**config.mk**
```make
export PLATFORM = sky130hd
export DESIGN_NAME = cubic_bezier_point_stepper_unit_flat
export DESIGN_NICKNAME = d
export VERILOG_FILES = /design/src/hw/rtl/cbps_pkg.sv /design/src/hw/rtl/cbps_if.sv /design/src/hw/rtl/cbps_mac.sv /design/src/hw/rtl/cbps_opnd.sv /design/src/hw/rtl/cbps_ctl.sv /design/src/hw/rtl/cubic_bezier_point_stepper_unit.sv /design/src/flat_wrapper.sv
export SDC_FILE = /design/constraint.sdc
export NUM_CORES = 1
export LEC_CHECK = 0
export BUFFER_PORTS_ARGS = -buffer_cell sky130_fd_sc_hd__buf_2
export CORE_AREA = 2 2 333 170
export DETAILED_ROUTE_END_ITERATION = 7
export DIE_AREA = 0 0 335 172
export PLACE_DENSITY_LB_ADDON = 0.15
export RECOVER_POWER = 25
export SLEW_MARGIN = 20
export SYNTH_ARGS = -nofsm -noshare
export SYNTH_HDL_FRONTEND = slang
export SYNTH_SLANG_ARGS = --single-unit
```
**constraint.sdc**
```tcl
create_clock -name clk -period 16.6 [get_ports clk]
set_input_delay 1.66 -clock clk [delete_from_list [all_inputs] [get_ports clk]]
set_output_delay 1.66 -clock clk [all_outputs]
set_load 0.02 [all_outputs]
```
**src/hw/rtl/cbps_pkg.sv**
```systemverilog
// shared constants, types and codes of the cubic bezier point stepper
package cbps_pkg;

  // defaults of the top-level parameters
  localparam int DEF_STEPS      = 2048;
  localparam int DEF_COORD_BITS = 10;

  // datapath sized for the largest step count and coordinate width
  localparam int CHUNK_W    = 17;               // chunk of a stored weight
  localparam int NUM_CHUNKS = 3;
  localparam int TMP_W      = CHUNK_W * NUM_CHUNKS;
  localparam int OPA_W      = CHUNK_W;          // chunk, u or k
  localparam int OPB_W      = 18;               // u, k, p or 3*p
  localparam int PROD_W     = OPA_W + OPB_W;
  localparam int ACC_W      = 64;

  // scratch slots
  localparam int NUM_TMP = 6;
  localparam int SLOT_W  = 3;
  localparam logic [SLOT_W-1:0] T_U2 = 3'd0;    // u^2
  localparam logic [SLOT_W-1:0] T_K2 = 3'd1;    // k^2
  localparam logic [SLOT_W-1:0] T_V0 = 3'd2;    // u^3, k*u^2, k^2*u, k^3 follow

  // product count of the weight phase
  localparam int WGT_OPS = 10;

  // configuration register indexes
  localparam int CFG_IDX_W = 4;
  localparam logic [CFG_IDX_W-1:0] CFG_X0 = 4'd0;
  localparam logic [CFG_IDX_W-1:0] CFG_X1 = 4'd1;
  localparam logic [CFG_IDX_W-1:0] CFG_X2 = 4'd2;
  localparam logic [CFG_IDX_W-1:0] CFG_X3 = 4'd3;
  localparam logic [CFG_IDX_W-1:0] CFG_Y0 = 4'd4;
  localparam logic [CFG_IDX_W-1:0] CFG_Y1 = 4'd5;
  localparam logic [CFG_IDX_W-1:0] CFG_Y2 = 4'd6;
  localparam logic [CFG_IDX_W-1:0] CFG_Y3 = 4'd7;

  typedef enum logic [1:0] {A_U, A_K, A_TMP} a_sel_t;
  typedef enum logic [2:0] {B_U, B_K, B_P0, B_P1X3, B_P2X3, B_P3} b_sel_t;

  // one multiply-accumulate step
  typedef struct packed {
    logic              en;
    logic              clr;
    logic [1:0]        sh;
    a_sel_t            a_sel;
    logic [SLOT_W-1:0] a_slot;
    logic [1:0]        a_chunk;
    b_sel_t            b_sel;
    logic              axis;
  } mac_op_t;

  // write-back of a finished accumulation, in the cycle after its last step
  typedef struct packed {
    logic              vld;
    logic              to_out;
    logic [SLOT_W-1:0] slot;
  } wb_t;

endpackage

```
**src/hw/rtl/cbps_if.sv**
```systemverilog
// stream interfaces of the cubic bezier point stepper
interface cbps_in_if;
  logic valid;
  logic ready;
  logic restart;

  modport source (output valid, output restart, input ready);
  modport sink   (input valid, input restart, output ready);
endinterface

interface cbps_out_if import cbps_pkg::*; #(
  parameter int COORD_BITS = DEF_COORD_BITS
);
  logic                  valid;
  logic                  ready;
  logic [COORD_BITS-1:0] point_x;
  logic [COORD_BITS-1:0] point_y;
  logic                  last_point;

  modport source (output valid, output point_x, output point_y, output last_point,
                  input ready);
  modport sink   (input valid, input point_x, input point_y, input last_point,
                  output ready);
endinterface

```
**src/hw/rtl/cbps_mac.sv**
```systemverilog
// shared 17x18 multiply-accumulate unit with chunk shift
module cbps_mac import cbps_pkg::*; (
  input  logic             clk,
  input  mac_op_t          op,
  input  logic [OPA_W-1:0] opa,
  input  logic [OPB_W-1:0] opb,
  output logic [ACC_W-1:0] acc
);

  logic [PROD_W-1:0] prod;
  logic [ACC_W-1:0]  term;
  logic [ACC_W-1:0]  acc_r;
  logic [ACC_W-1:0]  acc_nxt;

  assign prod = opa * opb;

  always_comb begin
    case (op.sh)
      2'd0:    term = ACC_W'(prod);
      2'd1:    term = ACC_W'(prod) << CHUNK_W;
      2'd2:    term = ACC_W'(prod) << (2 * CHUNK_W);
      default: term = '0;
    endcase
  end

  always_comb begin
    acc_nxt = acc_r;
    if (op.en) begin
      acc_nxt = op.clr ? term : acc_r + term;
    end
  end

  always_ff @(posedge clk) begin
    acc_r <= acc_nxt;
  end

  assign acc = acc_r;

endmodule

```
**src/hw/rtl/cbps_opnd.sv**
```systemverilog
// scratch weights and operand selection for the shared multiplier
module cbps_opnd import cbps_pkg::*; #(
  parameter int COORD_BITS = DEF_COORD_BITS
) (
  input  logic                       clk,
  input  mac_op_t                    op,
  input  wb_t                        wb,
  input  logic [ACC_W-1:0]           acc,
  input  logic [OPA_W-1:0]           k_op,
  input  logic [OPA_W-1:0]           u_op,
  input  logic [3:0][COORD_BITS-1:0] ctrl_x,
  input  logic [3:0][COORD_BITS-1:0] ctrl_y,
  output logic [OPA_W-1:0]           opa,
  output logic [OPB_W-1:0]           opb
);

  logic [TMP_W-1:0]           tmp_r [NUM_TMP];
  logic [TMP_W-1:0]           tmp_rd;
  logic [OPA_W-1:0]           chunk;
  logic [3:0][COORD_BITS-1:0] pts;

  always_ff @(posedge clk) begin
    if (wb.vld && !wb.to_out) begin
      tmp_r[wb.slot] <= acc[TMP_W-1:0];
    end
  end

  assign tmp_rd = tmp_r[op.a_slot];

  always_comb begin
    case (op.a_chunk)
      2'd0:    chunk = tmp_rd[0 +: CHUNK_W];
      2'd1:    chunk = tmp_rd[CHUNK_W +: CHUNK_W];
      2'd2:    chunk = tmp_rd[2*CHUNK_W +: CHUNK_W];
      default: chunk = '0;
    endcase
  end

  always_comb begin
    case (op.a_sel)
      A_U:     opa = u_op;
      A_K:     opa = k_op;
      A_TMP:   opa = chunk;
      default: opa = '0;
    endcase
  end

  assign pts = op.axis ? ctrl_y : ctrl_x;

  // inner points carry the binomial factor 3
  always_comb begin
    case (op.b_sel)
      B_U:     opb = OPB_W'(u_op);
      B_K:     opb = OPB_W'(k_op);
      B_P0:    opb = OPB_W'(pts[0]);
      B_P1X3:  opb = (OPB_W'(pts[1]) << 1) + OPB_W'(pts[1]);
      B_P2X3:  opb = (OPB_W'(pts[2]) << 1) + OPB_W'(pts[2]);
      B_P3:    opb = OPB_W'(pts[3]);
      default: opb = '0;
    endcase
  end

endmodule

```
**src/hw/rtl/cbps_ctl.sv**
```systemverilog
// sequencer: handshake, step counter, micro-step decode and result register
module cbps_ctl import cbps_pkg::*; #(
  parameter int STEPS      = DEF_STEPS,
  parameter int COORD_BITS = DEF_COORD_BITS
) (
  input  logic                  clk,
  input  logic                  rst_n,
  input  logic                  in_valid,
  input  logic                  in_restart,
  output logic                  in_ready,
  output logic                  out_valid,
  input  logic                  out_ready,
  output logic [COORD_BITS-1:0] out_x,
  output logic [COORD_BITS-1:0] out_y,
  output logic                  out_last,
  input  logic [ACC_W-1:0]      acc,
  output mac_op_t               op,
  output wb_t                   wb,
  output logic [OPA_W-1:0]      k_op,
  output logic [OPA_W-1:0]      u_op
);

  localparam int SB      = $clog2(STEPS);
  localparam int UW      = SB + 1;
  localparam int RES_LSB = 3 * SB;

  typedef enum logic [2:0] {S_IDLE, S_WGT, S_PNT, S_FLUSH, S_PUSH} state_t;

  state_t                state_r, state_nxt;
  logic [SB-1:0]         step_r, step_nxt;
  logic [SB-1:0]         k_r, k_nxt;
  logic [UW-1:0]         u_r, u_nxt;
  logic                  last_r, last_nxt;
  logic [3:0]            j_r, j_nxt;
  logic [1:0]            w_r, w_nxt;
  logic [1:0]            c_r, c_nxt;
  logic                  axis_r, axis_nxt;
  wb_t                   wb_r, wb_nxt;
  logic [COORD_BITS-1:0] res_x_r, res_x_nxt;
  logic [COORD_BITS-1:0] res_y_r, res_y_nxt;
  logic                  out_valid_r, out_valid_nxt;
  logic [COORD_BITS-1:0] out_x_r, out_x_nxt;
  logic [COORD_BITS-1:0] out_y_r, out_y_nxt;
  logic                  out_last_r, out_last_nxt;

  mac_op_t               op_c;
  logic                  op_end;
  logic [SLOT_W-1:0]     dest;
  logic [2:0]            m;
  logic [SB-1:0]         k_sel;

  always_comb begin
    state_nxt     = state_r;
    step_nxt      = step_r;
    k_nxt         = k_r;
    u_nxt         = u_r;
    last_nxt      = last_r;
    j_nxt         = j_r;
    w_nxt         = w_r;
    c_nxt         = c_r;
    axis_nxt      = axis_r;
    res_x_nxt     = res_x_r;
    res_y_nxt     = res_y_r;
    out_valid_nxt = out_valid_r;
    out_x_nxt     = out_x_r;
    out_y_nxt     = out_y_r;
    out_last_nxt  = out_last_r;

    op_c         = '0;
    op_c.a_sel   = A_U;
    op_c.b_sel   = B_U;
    op_end       = 1'b0;
    dest         = '0;
    m            = 3'(j_r - 4'd2);
    k_sel        = in_restart ? '0 : step_r;

    if (out_ready) begin
      out_valid_nxt = 1'b0;
    end

    case (state_r)
      S_IDLE: begin
        if (in_valid) begin
          k_nxt     = k_sel;
          u_nxt     = UW'(STEPS) - UW'(k_sel);
          last_nxt  = &k_sel;
          step_nxt  = k_sel + 1'b1;
          j_nxt     = '0;
          state_nxt = S_WGT;
        end
      end
      S_WGT: begin
        op_c.en = 1'b1;
        if (j_r == 4'd0) begin
          op_c.clr   = 1'b1;
          op_c.a_sel = A_U;
          op_c.b_sel = B_U;
          op_end     = 1'b1;
          dest       = T_U2;
        end else if (j_r == 4'd1) begin
          op_c.clr   = 1'b1;
          op_c.a_sel = A_K;
          op_c.b_sel = B_K;
          op_end     = 1'b1;
          dest       = T_K2;
        end else begin
          // two chunks of u^2 or k^2 times u or k
          op_c.clr     = !m[0];
          op_c.sh      = {1'b0, m[0]};
          op_c.a_sel   = A_TMP;
          op_c.a_slot  = m[2] ? T_K2 : T_U2;
          op_c.a_chunk = {1'b0, m[0]};
          op_c.b_sel   = m[1] ? B_K : B_U;
          op_end       = m[0];
          dest         = T_V0 + {1'b0, m[2:1]};
        end
        if (j_r == 4'(WGT_OPS - 1)) begin
          w_nxt     = '0;
          c_nxt     = '0;
          axis_nxt  = 1'b0;
          state_nxt = S_PNT;
        end else begin
          j_nxt = j_r + 4'd1;
        end
      end
      S_PNT: begin
        op_c.en      = 1'b1;
        op_c.clr     = (w_r == 2'd0) && (c_r == 2'd0);
        op_c.sh      = c_r;
        op_c.a_sel   = A_TMP;
        op_c.a_slot  = T_V0 + {1'b0, w_r};
        op_c.a_chunk = c_r;
        op_c.axis    = axis_r;
        case (w_r)
          2'd0:    op_c.b_sel = B_P0;
          2'd1:    op_c.b_sel = B_P1X3;
          2'd2:    op_c.b_sel = B_P2X3;
          default: op_c.b_sel = B_P3;
        endcase
        dest = {2'b00, axis_r};
        if (c_r == 2'(NUM_CHUNKS - 1)) begin
          c_nxt = '0;
          if (w_r == 2'd3) begin
            op_end   = 1'b1;
            w_nxt    = '0;
            axis_nxt = 1'b1;
            if (axis_r) begin
              state_nxt = S_FLUSH;
            end
          end else begin
            w_nxt = w_r + 2'd1;
          end
        end else begin
          c_nxt = c_r + 2'd1;
        end
      end
      S_FLUSH: begin
        state_nxt = S_PUSH;
      end
      S_PUSH: begin
        if (!out_valid_r || out_ready) begin
          out_valid_nxt = 1'b1;
          out_x_nxt     = res_x_r;
          out_y_nxt     = res_y_r;
          out_last_nxt  = last_r;
          state_nxt     = S_IDLE;
        end
      end
      default: state_nxt = S_IDLE;
    endcase

    // sum / STEPS^3 is the upper part of the accumulator
    if (wb_r.vld && wb_r.to_out) begin
      if (wb_r.slot[0]) begin
        res_y_nxt = acc[RES_LSB +: COORD_BITS];
      end else begin
        res_x_nxt = acc[RES_LSB +: COORD_BITS];
      end
    end

    wb_nxt.vld    = op_end;
    wb_nxt.to_out = (state_r == S_PNT);
    wb_nxt.slot   = dest;
  end

  always_ff @(posedge clk) begin
    k_r        <= k_nxt;
    u_r        <= u_nxt;
    last_r     <= last_nxt;
    j_r        <= j_nxt;
    w_r        <= w_nxt;
    c_r        <= c_nxt;
    axis_r     <= axis_nxt;
    res_x_r    <= res_x_nxt;
    res_y_r    <= res_y_nxt;
    out_x_r    <= out_x_nxt;
    out_y_r    <= out_y_nxt;
    out_last_r <= out_last_nxt;
    wb_r.to_out <= wb_nxt.to_out;
    wb_r.slot   <= wb_nxt.slot;
    if (!rst_n) begin
      state_r     <= S_IDLE;
      step_r      <= '0;
      wb_r.vld    <= 1'b0;
      out_valid_r <= 1'b0;
    end else begin
      state_r     <= state_nxt;
      step_r      <= step_nxt;
      wb_r.vld    <= wb_nxt.vld;
      out_valid_r <= out_valid_nxt;
    end
  end

  assign in_ready  = (state_r == S_IDLE);
  assign out_valid = out_valid_r;
  assign out_x     = out_x_r;
  assign out_y     = out_y_r;
  assign out_last  = out_last_r;
  assign op        = op_c;
  assign wb        = wb_r;
  assign k_op      = OPA_W'(k_r);
  assign u_op      = OPA_W'(u_r);

endmodule

```
**src/hw/rtl/cubic_bezier_point_stepper_unit.sv**
```systemverilog
// top level of the cubic bezier point stepper
//
//  channel   dir  handshake             payload
//  in_if     in   valid / ready         restart
//  out_if    out  valid / ready         point_x, point_y, last_point
//  cfg_*     in   cfg_we (no wait)      cfg_idx, cfg_wdata
//
// a transaction is taken only in the idle state, so a new one waits until the
// result of the last has been pushed; every product runs through the one 17x18
// multiply-accumulate unit, which runs 10 weight products and 24 point products
// rst_n is synchronous: the step counter returns to zero, control points to 0
// a held result on out_if does not block input; only the final push of the
// next result waits until the output register is free
module cubic_bezier_point_stepper_unit import cbps_pkg::*; #(
  parameter int STEPS      = DEF_STEPS,
  parameter int COORD_BITS = DEF_COORD_BITS
) (
  input  logic                  clk,
  input  logic                  rst_n,
  input  logic                  cfg_we,
  input  logic [CFG_IDX_W-1:0]  cfg_idx,
  input  logic [COORD_BITS-1:0] cfg_wdata,
  cbps_in_if.sink               in_if,
  cbps_out_if.source            out_if
);

  // control points, index 0 is the start point and 3 the end point
  logic [3:0][COORD_BITS-1:0] ctrl_x_r;
  logic [3:0][COORD_BITS-1:0] ctrl_y_r;

  mac_op_t          op;
  wb_t              wb;
  logic [ACC_W-1:0] acc;
  logic [OPA_W-1:0] k_op;
  logic [OPA_W-1:0] u_op;
  logic [OPA_W-1:0] opa;
  logic [OPB_W-1:0] opb;

  // configuration writes; indexes past the list are dropped
  always_ff @(posedge clk) begin
    if (!rst_n) begin
      ctrl_x_r <= '0;
      ctrl_y_r <= '0;
    end else if (cfg_we) begin
      case (cfg_idx)
        CFG_X0:  ctrl_x_r[0] <= cfg_wdata;
        CFG_X1:  ctrl_x_r[1] <= cfg_wdata;
        CFG_X2:  ctrl_x_r[2] <= cfg_wdata;
        CFG_X3:  ctrl_x_r[3] <= cfg_wdata;
        CFG_Y0:  ctrl_y_r[0] <= cfg_wdata;
        CFG_Y1:  ctrl_y_r[1] <= cfg_wdata;
        CFG_Y2:  ctrl_y_r[2] <= cfg_wdata;
        CFG_Y3:  ctrl_y_r[3] <= cfg_wdata;
        default: ;
      endcase
    end
  end

  // sequencer: takes the transaction, latches k and u = STEPS - k, then walks
  // the weight products (u^2, k^2, u^3, k*u^2, k^2*u, k^3) and the four
  // weighted control points per axis
  cbps_ctl #(
    .STEPS      (STEPS),
    .COORD_BITS (COORD_BITS)
  ) u_ctl (
    .clk        (clk),
    .rst_n      (rst_n),
    .in_valid   (in_if.valid),
    .in_restart (in_if.restart),
    .in_ready   (in_if.ready),
    .out_valid  (out_if.valid),
    .out_ready  (out_if.ready),
    .out_x      (out_if.point_x),
    .out_y      (out_if.point_y),
    .out_last   (out_if.last_point),
    .acc        (acc),
    .op         (op),
    .wb         (wb),
    .k_op       (k_op),
    .u_op       (u_op)
  );

  // weights held as three 17-bit chunks, picked one chunk per product
  cbps_opnd #(
    .COORD_BITS (COORD_BITS)
  ) u_opnd (
    .clk    (clk),
    .op     (op),
    .wb     (wb),
    .acc    (acc),
    .k_op   (k_op),
    .u_op   (u_op),
    .ctrl_x (ctrl_x_r),
    .ctrl_y (ctrl_y_r),
    .opa    (opa),
    .opb    (opb)
  );

  // exact 64-bit Bernstein sum; never exceeds max coordinate * STEPS^3
  cbps_mac u_mac (
    .clk (clk),
    .op  (op),
    .opa (opa),
    .opb (opb),
    .acc (acc)
  );

endmodule

```
**src/flat_wrapper.sv**
```systemverilog
// flat-port wrapper written by rule: the top's interface ports become plain ports
module cubic_bezier_point_stepper_unit_flat import cbps_pkg::*;
#(
  parameter int STEPS      = DEF_STEPS,
  parameter int COORD_BITS = DEF_COORD_BITS
)
  (clk, rst_n, cfg_we, cfg_idx, cfg_wdata, in_if_valid, in_if_restart, in_if_ready, out_if_valid, out_if_point_x, out_if_point_y, out_if_last_point, out_if_ready);
  cbps_in_if in_if_i ();
  cbps_out_if #(.COORD_BITS(COORD_BITS)) out_if_i ();
  input  logic clk;
  input  logic rst_n;
  input  logic cfg_we;
  input  logic [CFG_IDX_W-1:0] cfg_idx;
  input  logic [COORD_BITS-1:0] cfg_wdata;
  input wire logic [$bits(in_if_i.valid)-1:0] in_if_valid;
  input wire logic [$bits(in_if_i.restart)-1:0] in_if_restart;
  output wire logic [$bits(in_if_i.ready)-1:0] in_if_ready;
  output wire logic [$bits(out_if_i.valid)-1:0] out_if_valid;
  output wire logic [$bits(out_if_i.point_x)-1:0] out_if_point_x;
  output wire logic [$bits(out_if_i.point_y)-1:0] out_if_point_y;
  output wire logic [$bits(out_if_i.last_point)-1:0] out_if_last_point;
  input wire logic [$bits(out_if_i.ready)-1:0] out_if_ready;
  assign in_if_i.valid = in_if_valid;
  assign in_if_i.restart = in_if_restart;
  assign in_if_ready = in_if_i.ready;
  assign out_if_valid = out_if_i.valid;
  assign out_if_point_x = out_if_i.point_x;
  assign out_if_point_y = out_if_i.point_y;
  assign out_if_last_point = out_if_i.last_point;
  assign out_if_i.ready = out_if_ready;
  cubic_bezier_point_stepper_unit #(.STEPS(STEPS), .COORD_BITS(COORD_BITS)) u_core (.clk(clk), .rst_n(rst_n), .cfg_we(cfg_we), .cfg_idx(cfg_idx), .cfg_wdata(cfg_wdata), .in_if(in_if_i), .out_if(out_if_i));
endmodule
```
==> flow_metrics.py, run 1 <==
metrics = {
    "worst_setup_path": {
        "critPathSlowestCell": "or3b_2",
        "crit_type": "reg -> reg",
        "arrival_ns": 14.02,
        "critPathLaunchType": "register",
        "cp_common_cell": "inv_1",
        "endpoint_kind": "register",
        "crit_path_max_fanout": 28,
        "slowest_delay_ns": 0.76,
        "cp.required_ns": 17.02,
    },
    "global_route": {
        "grt_pass1_wl_um": 137000,
        "grt_antenna_before_repair": 2,
        "grtUsageTotal": 0.323,
        "grt_max_degree": 99,
        "first_global_vias": 21500,
        "grt-ovfl-total": 0,
    },
    "synthesis": {
        "synth_flop_cell": "edfxtp_1",
        "postSynthCellCount": 2861,
        "synthArstFlopShare": 0,
        "avgSynthCellArea_um2": 11.4,
        "syn_nets": 3185,
        "yosysUniqueCellTypes": 89,
        "syn_area_um2": 32600,
        "seq_area_frac_synth": 0.458,
        "synth-seq-cells": 530,
        "synth_edf_count": 430,
        "ys_warn_count": 0,
    },
    "placement": {
        "dp_hpwl_um": 67300,
        "numPortBuffers": 42,
        "routabilityCongestion": 0.956,
    },
    "final_layout": {
        "area_delta_synth_final_pct": 8.15,
        "nets": 3186,
        "diodes": 0,
        "drive_above_1_share": 0.102,
    },
    "sta": {
        "finalCritPeriodShare": 0.819,
        "tightest_slew_ns": 1.14,
        "max_freq_mhz": 73.5,
        "finalHoldViolCount": 0,
        "rsz0062_at_grt": "no",
        "timing.final.max_slew_violations": 0,
        "maxSlewHeadroom": 0.240,
        "period_minus_slack_ns": 13.60,
        "setup_tns_ns": 0,
        "fin_worst_skew_ns": 0.0236,
        "setup_viol": 0,
    },
    "die": {
        "die_area_um2": 57600,
        "num_rows": 61,
        "chipHeight_um": 172,
        "start_util": 0.594,
        "num_io_pins": 43,
        "die_w_um": 335,
        "coreArea_um2": 54800,
    },
    "route": {
        "via_count": 22900,
        "viasPerCell": 6.33,
        "drt_pass1_iterations": 6,
        "totalWireLength_um": 92200,
        "route.detailed.drc": 0,
        "drt_iter0_drc": 3167,
        "postRouteAntennaNets": 0,
        "post_drt_wl_per_cell_um": 25.5,
    },
    "clock_network": {
        "postCtsSetupBuffers": 0,
        "htreeDepth": 2,
        "cts_hold_buf": 0,
        "cts_buffers": 47,
        "cts-resized-gates": 0,
        "clk-insertion-delay-late_ns": 0.59,
        "root_buffer": "clkbuf_16",
        "cts.sinks": 530,
        "cts_tree": "yes",
        "clkTransAtPathRegs_ns": 0.07,
        "cts.path.max_buffers": 3,
    },
    "flow_run": {
        "max-cap-violations": 0,
    },
    "min_path": {
        "worstHoldPathType": "reg -> reg",
    },
    "outcome": {
        "status": "finished clean",
    },
}
==> worst paths after layout <==
kind                            from                     to  slack, ns  depth (start not counted)
max          u_core.u_ctl.state_r[1]   u_core.u_mac.acc[45]       3.00                         47
min reg2reg  u_core.u_ctl.res_x_r[8]  u_core.u_ctl.out_x[8]       0.42                          0
max reg2reg  u_core.u_ctl.state_r[1]   u_core.u_mac.acc[45]       3.00                         47
min          u_core.u_ctl.res_x_r[8]  u_core.u_ctl.out_x[8]       0.42                          0
==> synthesized netlist by cell type (96+ instances only) <==
master / number / area (µm²)
a21oi_1: 141 / 706
clkbuf_1: 104 / 390
dfxtp_1: 100 / 2000
edfxtp_1: 430 / 12900
fa_1: 153 / 3060
ha_1: 151 / 1890
inv_1: 242 / 908
mux2i_1: 157 / 1570
nand2_1: 249 / 935
nor2_1: 156 / 586
nor2b_1: 98 / 613
o21ai_0: 96 / 480
==> worst max-delay path: cells and delay by family, from the launching register on <==
family                     cells  cell delay (ns)
AOI/OAI and AO/OA             17             4.27
buffers and inverters          9             1.48
and+or+nand+nor                8             2.02
adders and majority gates      9             4.14
xor gates and xnor gates       2             0.53
muxes                          2             0.47
DFF                            1             0.47
==> layer usage <==
metal  track usage  share of wire
met5             0              0
met4        0.0409          0.010
met3         0.117           0.15
met2         0.419           0.38
met1         0.518           0.46
==> stage by stage <==
step | hold slack [ns] | setup slack, ns | utilization | std cells | instance area, µm²
2_1_floorplan | 0.400 | 4.51 | - | 2861 | 32600
3_3_place_gp | 0.402 | 3.61 | 0.612 | 3537 | 33600
3_5_place_dp | 0.405 | 3.29 | 0.612 | 3537 | 33600
4_1_cts | 0.420 | 3.21 | 0.643 | 3623 | 35200
5_1_grt | 0.427 | 2.35 | 0.643 | 3623 | 35200
6_report | 0.421 | 3.00 | 0.643 | 3623 | 35200
==> final cells by class <==
cell class                      instances  area (µm²)
Clock inverter                         26         354
Tap cell                              724         906
Timing Repair Buffer                   98         643
Sequential cell                       530       14900
Inverter                              242         908
Clock buffer                           60        1300
Multi-Input combinational cell       1943       16200
Fill cell                            4136       19600
==> kinds of logic after synthesis <==
family,count (synthesis),share of synthesized area
fa+ha+maj,304,0.152
simple gates,817,0.126
compound gates,509,0.103
xor+xnor,97,0.0261
buf+inv,388,0.0483
mux,216,0.0863
flops,530,0.458
==> sequential cells by signal, summed over array words and instances (netlist names), 3 cells and up <==
register,cells
u_core.u_ctl.j_r,4
u_core.ctrl_y_r,40
u_core.u_ctl.res_x_r,10
u_core.u_ctl.res_y_r,10
u_core.u_ctl.u_r,11
u_core.u_ctl.state_r,3
u_core.u_ctl.out_x,10
u_core.ctrl_x_r,40
u_core.u_ctl.step_r,11
u_core.u_ctl.wb,5
u_core.u_ctl.out_y,10
u_core.u_ctl.k_r,11
u_core.u_mac.acc,51
u_core.u_opnd.tmp_r,306
==> cell usage in the layout (no fill, tap or decap), drive strengths merged, types with 42 or more instances in the layout <==
cell	synthesis	final
a21o	51	51
a21oi	142	142
buf	42	98
clkbuf	104	60
dfxtp	100	100
edfxtp	430	430
fa	153	153
ha	151	151
inv	242	243
mux2i	157	157
mux4	47	47
nand2	249	249
nand2b	94	94
nor2	156	156
nor2b	98	98
o21ai	99	99
or2	42	42
xnor2	51	51
xor2	46	46
Power of run 1 is left out: the tool's default activity adds up to more than one toggle a clock period on the data nets, which glitch-free logic cannot reach.
==> run 2, diff against run 1 <==
--- a/config.mk
+++ b/config.mk
@@ -6,9 +6,9 @@
 export NUM_CORES = 1
 export LEC_CHECK = 0
 export BUFFER_PORTS_ARGS = -buffer_cell sky130_fd_sc_hd__buf_2
-export CORE_AREA = 2 2 333 170
+export CORE_AREA = 2 2 339 173
 export DETAILED_ROUTE_END_ITERATION = 7
-export DIE_AREA = 0 0 335 172
+export DIE_AREA = 0 0 341 175
 export PLACE_DENSITY_LB_ADDON = 0.15
 export RECOVER_POWER = 25
 export SLEW_MARGIN = 20
==> constraint.sdc (replaced) <==
create_clock -name clk -period 11.05 [get_ports clk]
set_input_delay 1.105 -clock clk [delete_from_list [all_inputs] [get_ports clk]]
set_output_delay 1.105 -clock clk [all_outputs]
set_load 0.02 [all_outputs]
==> flow_metrics.py, run 2 (same netlist as run 1, synthesis figures left out) <==
metrics = {
    "worst_setup_path": {
        "regToRegSetupSlack_ns": 0.27,
        "critPathLaunchType": "register",
        "timing.rr.end": "u_core.u_mac.acc[49]",
        "cp_common_cell": "fa_1",
        "r2r_cells": 41,
        "arrival_ns": 11.09,
        "slowest_delay_ns": 0.58,
        "crit_path_max_fanout": 12,
        "crit_type": "reg -> reg",
        "r2r_start": "u_core.u_ctl.state_r[2]",
        "cp.required_ns": 11.36,
        "critPathSlowestCell": "fa_1",
        "endpoint_kind": "register",
    },
    "clock_network": {
        "clkTransAtPathRegs_ns": 0.07,
        "root_buffer": "clkbuf_16",
        "cts_tree": "yes",
        "clk-insertion-delay-late_ns": 0.60,
        "cts.sinks": 530,
        "htreeDepth": 2,
        "cts_hold_buf": 0,
        "cts.path.max_buffers": 3,
        "cts_buffers": 47,
    },
    "sta": {
        "setup_viol": 0,
        "timing.final.max_slew_violations": 0,
        "finalCritPeriodShare": 0.975,
        "tightest_slew_ns": 1.04,
        "period_minus_slack_ns": 10.78,
        "setup_tns_ns": 0,
        "max_freq_mhz": 92.8,
        "fin_worst_skew_ns": 0.0320,
        "finalHoldViolCount": 0,
        "maxSlewHeadroom": 0.303,
    },
    "route": {
        "viasPerCell": 6.13,
        "route.detailed.drc": 0,
        "drt-met1-wl_um": 44700,
        "postRouteAntennaNets": 0,
        "wl_met2_um": 36900,
        "drt_pass1_iterations": 5,
        "wl_met3_um": 15200,
        "totalWireLength_um": 97900,
        "drt_iter0_drc": 2921,
        "top_layer_used": "met4",
        "via_count": 24100,
        "post_drt_wl_per_cell_um": 24.9,
    },
    "final_layout": {
        "nets": 3448,
        "final_common_cell": "edfxtp_1",
        "seq_area_um2": 14900,
        "stdcell_area_um2": 38000,
        "multi_input_area_um2": 16800,
        "layout_common_cells": "430 x edfxtp_1, 287 x buf_4, 242 x nand2_1",
        "drive_above_1_share": 0.212,
        "fillerInstances": 4229,
        "area_delta_synth_final_pct": 16.7,
        "largest_reg_flops": 306,
        "top_register": "u_core.u_opnd.tmp_r",
    },
    "die": {
        "num_rows": 62,
        "coreArea_um2": 56700,
        "num_io_pins": 43,
        "start_util": 0.574,
        "die_area_um2": 59700,
        "chipHeight_um": 175,
        "die_w_um": 341,
    },
    "min_path": {
        "min_path_cells": 0,
        "worstHoldPathType": "reg -> reg",
        "hold_start": "u_core.u_ctl.res_x_r[7]",
        "holdPathEnd": "u_core.u_ctl.out_x[7]",
    },
    "global_route": {
        "first_global_vias": 23100,
        "grtUsageTotal": 0.326,
        "grt_antenna_before_repair": 4,
        "grt-ovfl-total": 0,
        "grt_pass1_wl_um": 144000,
        "grt_max_degree": 97,
    },
    "placement": {
        "routabilityCongestion": 0.983,
        "dp_hpwl_um": 72600,
        "numPortBuffers": 42,
        "postPlaceCellArea_um2": 35500,
    },
    "flow_run": {
        "max-cap-violations": 0,
    },
    "outcome": {
        "status": "finished clean",
    },
}
==> run 2: final cells by class <==
cell class / instances / share of cell area
multi-input combinational: 1943 / 0.442
sequential: 530 / 0.392
timing repair buffer: 360 / 0.0738
clock buffer: 55 / 0.0326
tap: 768 / 0.0253
inverter: 242 / 0.0240
clock inverter: 33 / 0.00948
antenna: 1 / 0.0000658
==> run 2: worst max-delay path by stage <==
stage                       startpoint                   end  slack (ns)  cells past startpoint
6_report       u_core.u_ctl.state_r[2]  u_core.u_mac.acc[49]        0.27                     41
5_1_grt        u_core.u_ctl.state_r[2]  u_core.u_mac.acc[43]       -0.08                     46
4_1_cts        u_core.u_ctl.state_r[2]  u_core.u_mac.acc[37]      0.0006                     48
3_5_place_dp       u_core.u_ctl.j_r[1]  u_core.u_mac.acc[45]       -0.23                     40
3_3_place_gp   u_core.u_ctl.state_r[2]  u_core.u_mac.acc[49]       -0.13                     42
2_1_floorplan  u_core.u_ctl.state_r[1]  u_core.u_mac.acc[43]       0.006                     49
==> run 2: timing repair <==
| action | 4_1_cts | 5_1_grt |
|---|---|---|
| endpoints found under the hold margin | 0 | 0 |
| gates resized for setup | 25 | 129 |
| buffers inserted | 2 | 19 |
| pin swaps | 6 | 55 |
| gates cloned | 2 | 5 |
| endpoints found under the setup margin | 20 | 32 |
==> run 2: critical path, delay by kind of cell (launching register included) <==
| family | cells | cell delay (ns) |
|---|---|---|
| fa+ha+maj | 7 | 3.08 |
| flops | 1 | 0.32 |
| xor+xnor | 2 | 0.43 |
| compound gates | 18 | 3.61 |
| simple gates | 5 | 1.12 |
| buf+inv | 7 | 1.04 |
| mux | 2 | 0.84 |
==> run 2: metrics by stage <==
step / hold WS [ns] / std cells / utilization / worst slack [ns]
floorplan: 0.400 / 2861 / - / 0.00618
global placement: 0.402 / 3815 / 0.625 / -0.129
detailed placement: 0.405 / 3815 / 0.625 / -0.235
CTS: 0.420 / 3907 / 0.656 / 0.000601
global route: 0.432 / 3931 / 0.670 / -0.0822
finish: 0.419 / 3932 / 0.670 / 0.273
==> run 2: routing by layer <==
| metal | up-vias | global-route usage |
|---|---|---|
| li1 | 10700 | - |
| met1 | 12000 | 0.515 |
| met2 | 1321 | 0.412 |
| met3 | 84 | 0.144 |
| met4 | 0 | 0.0457 |
| met5 | - | 0 |
Power of run 2 is left out for the same reason.
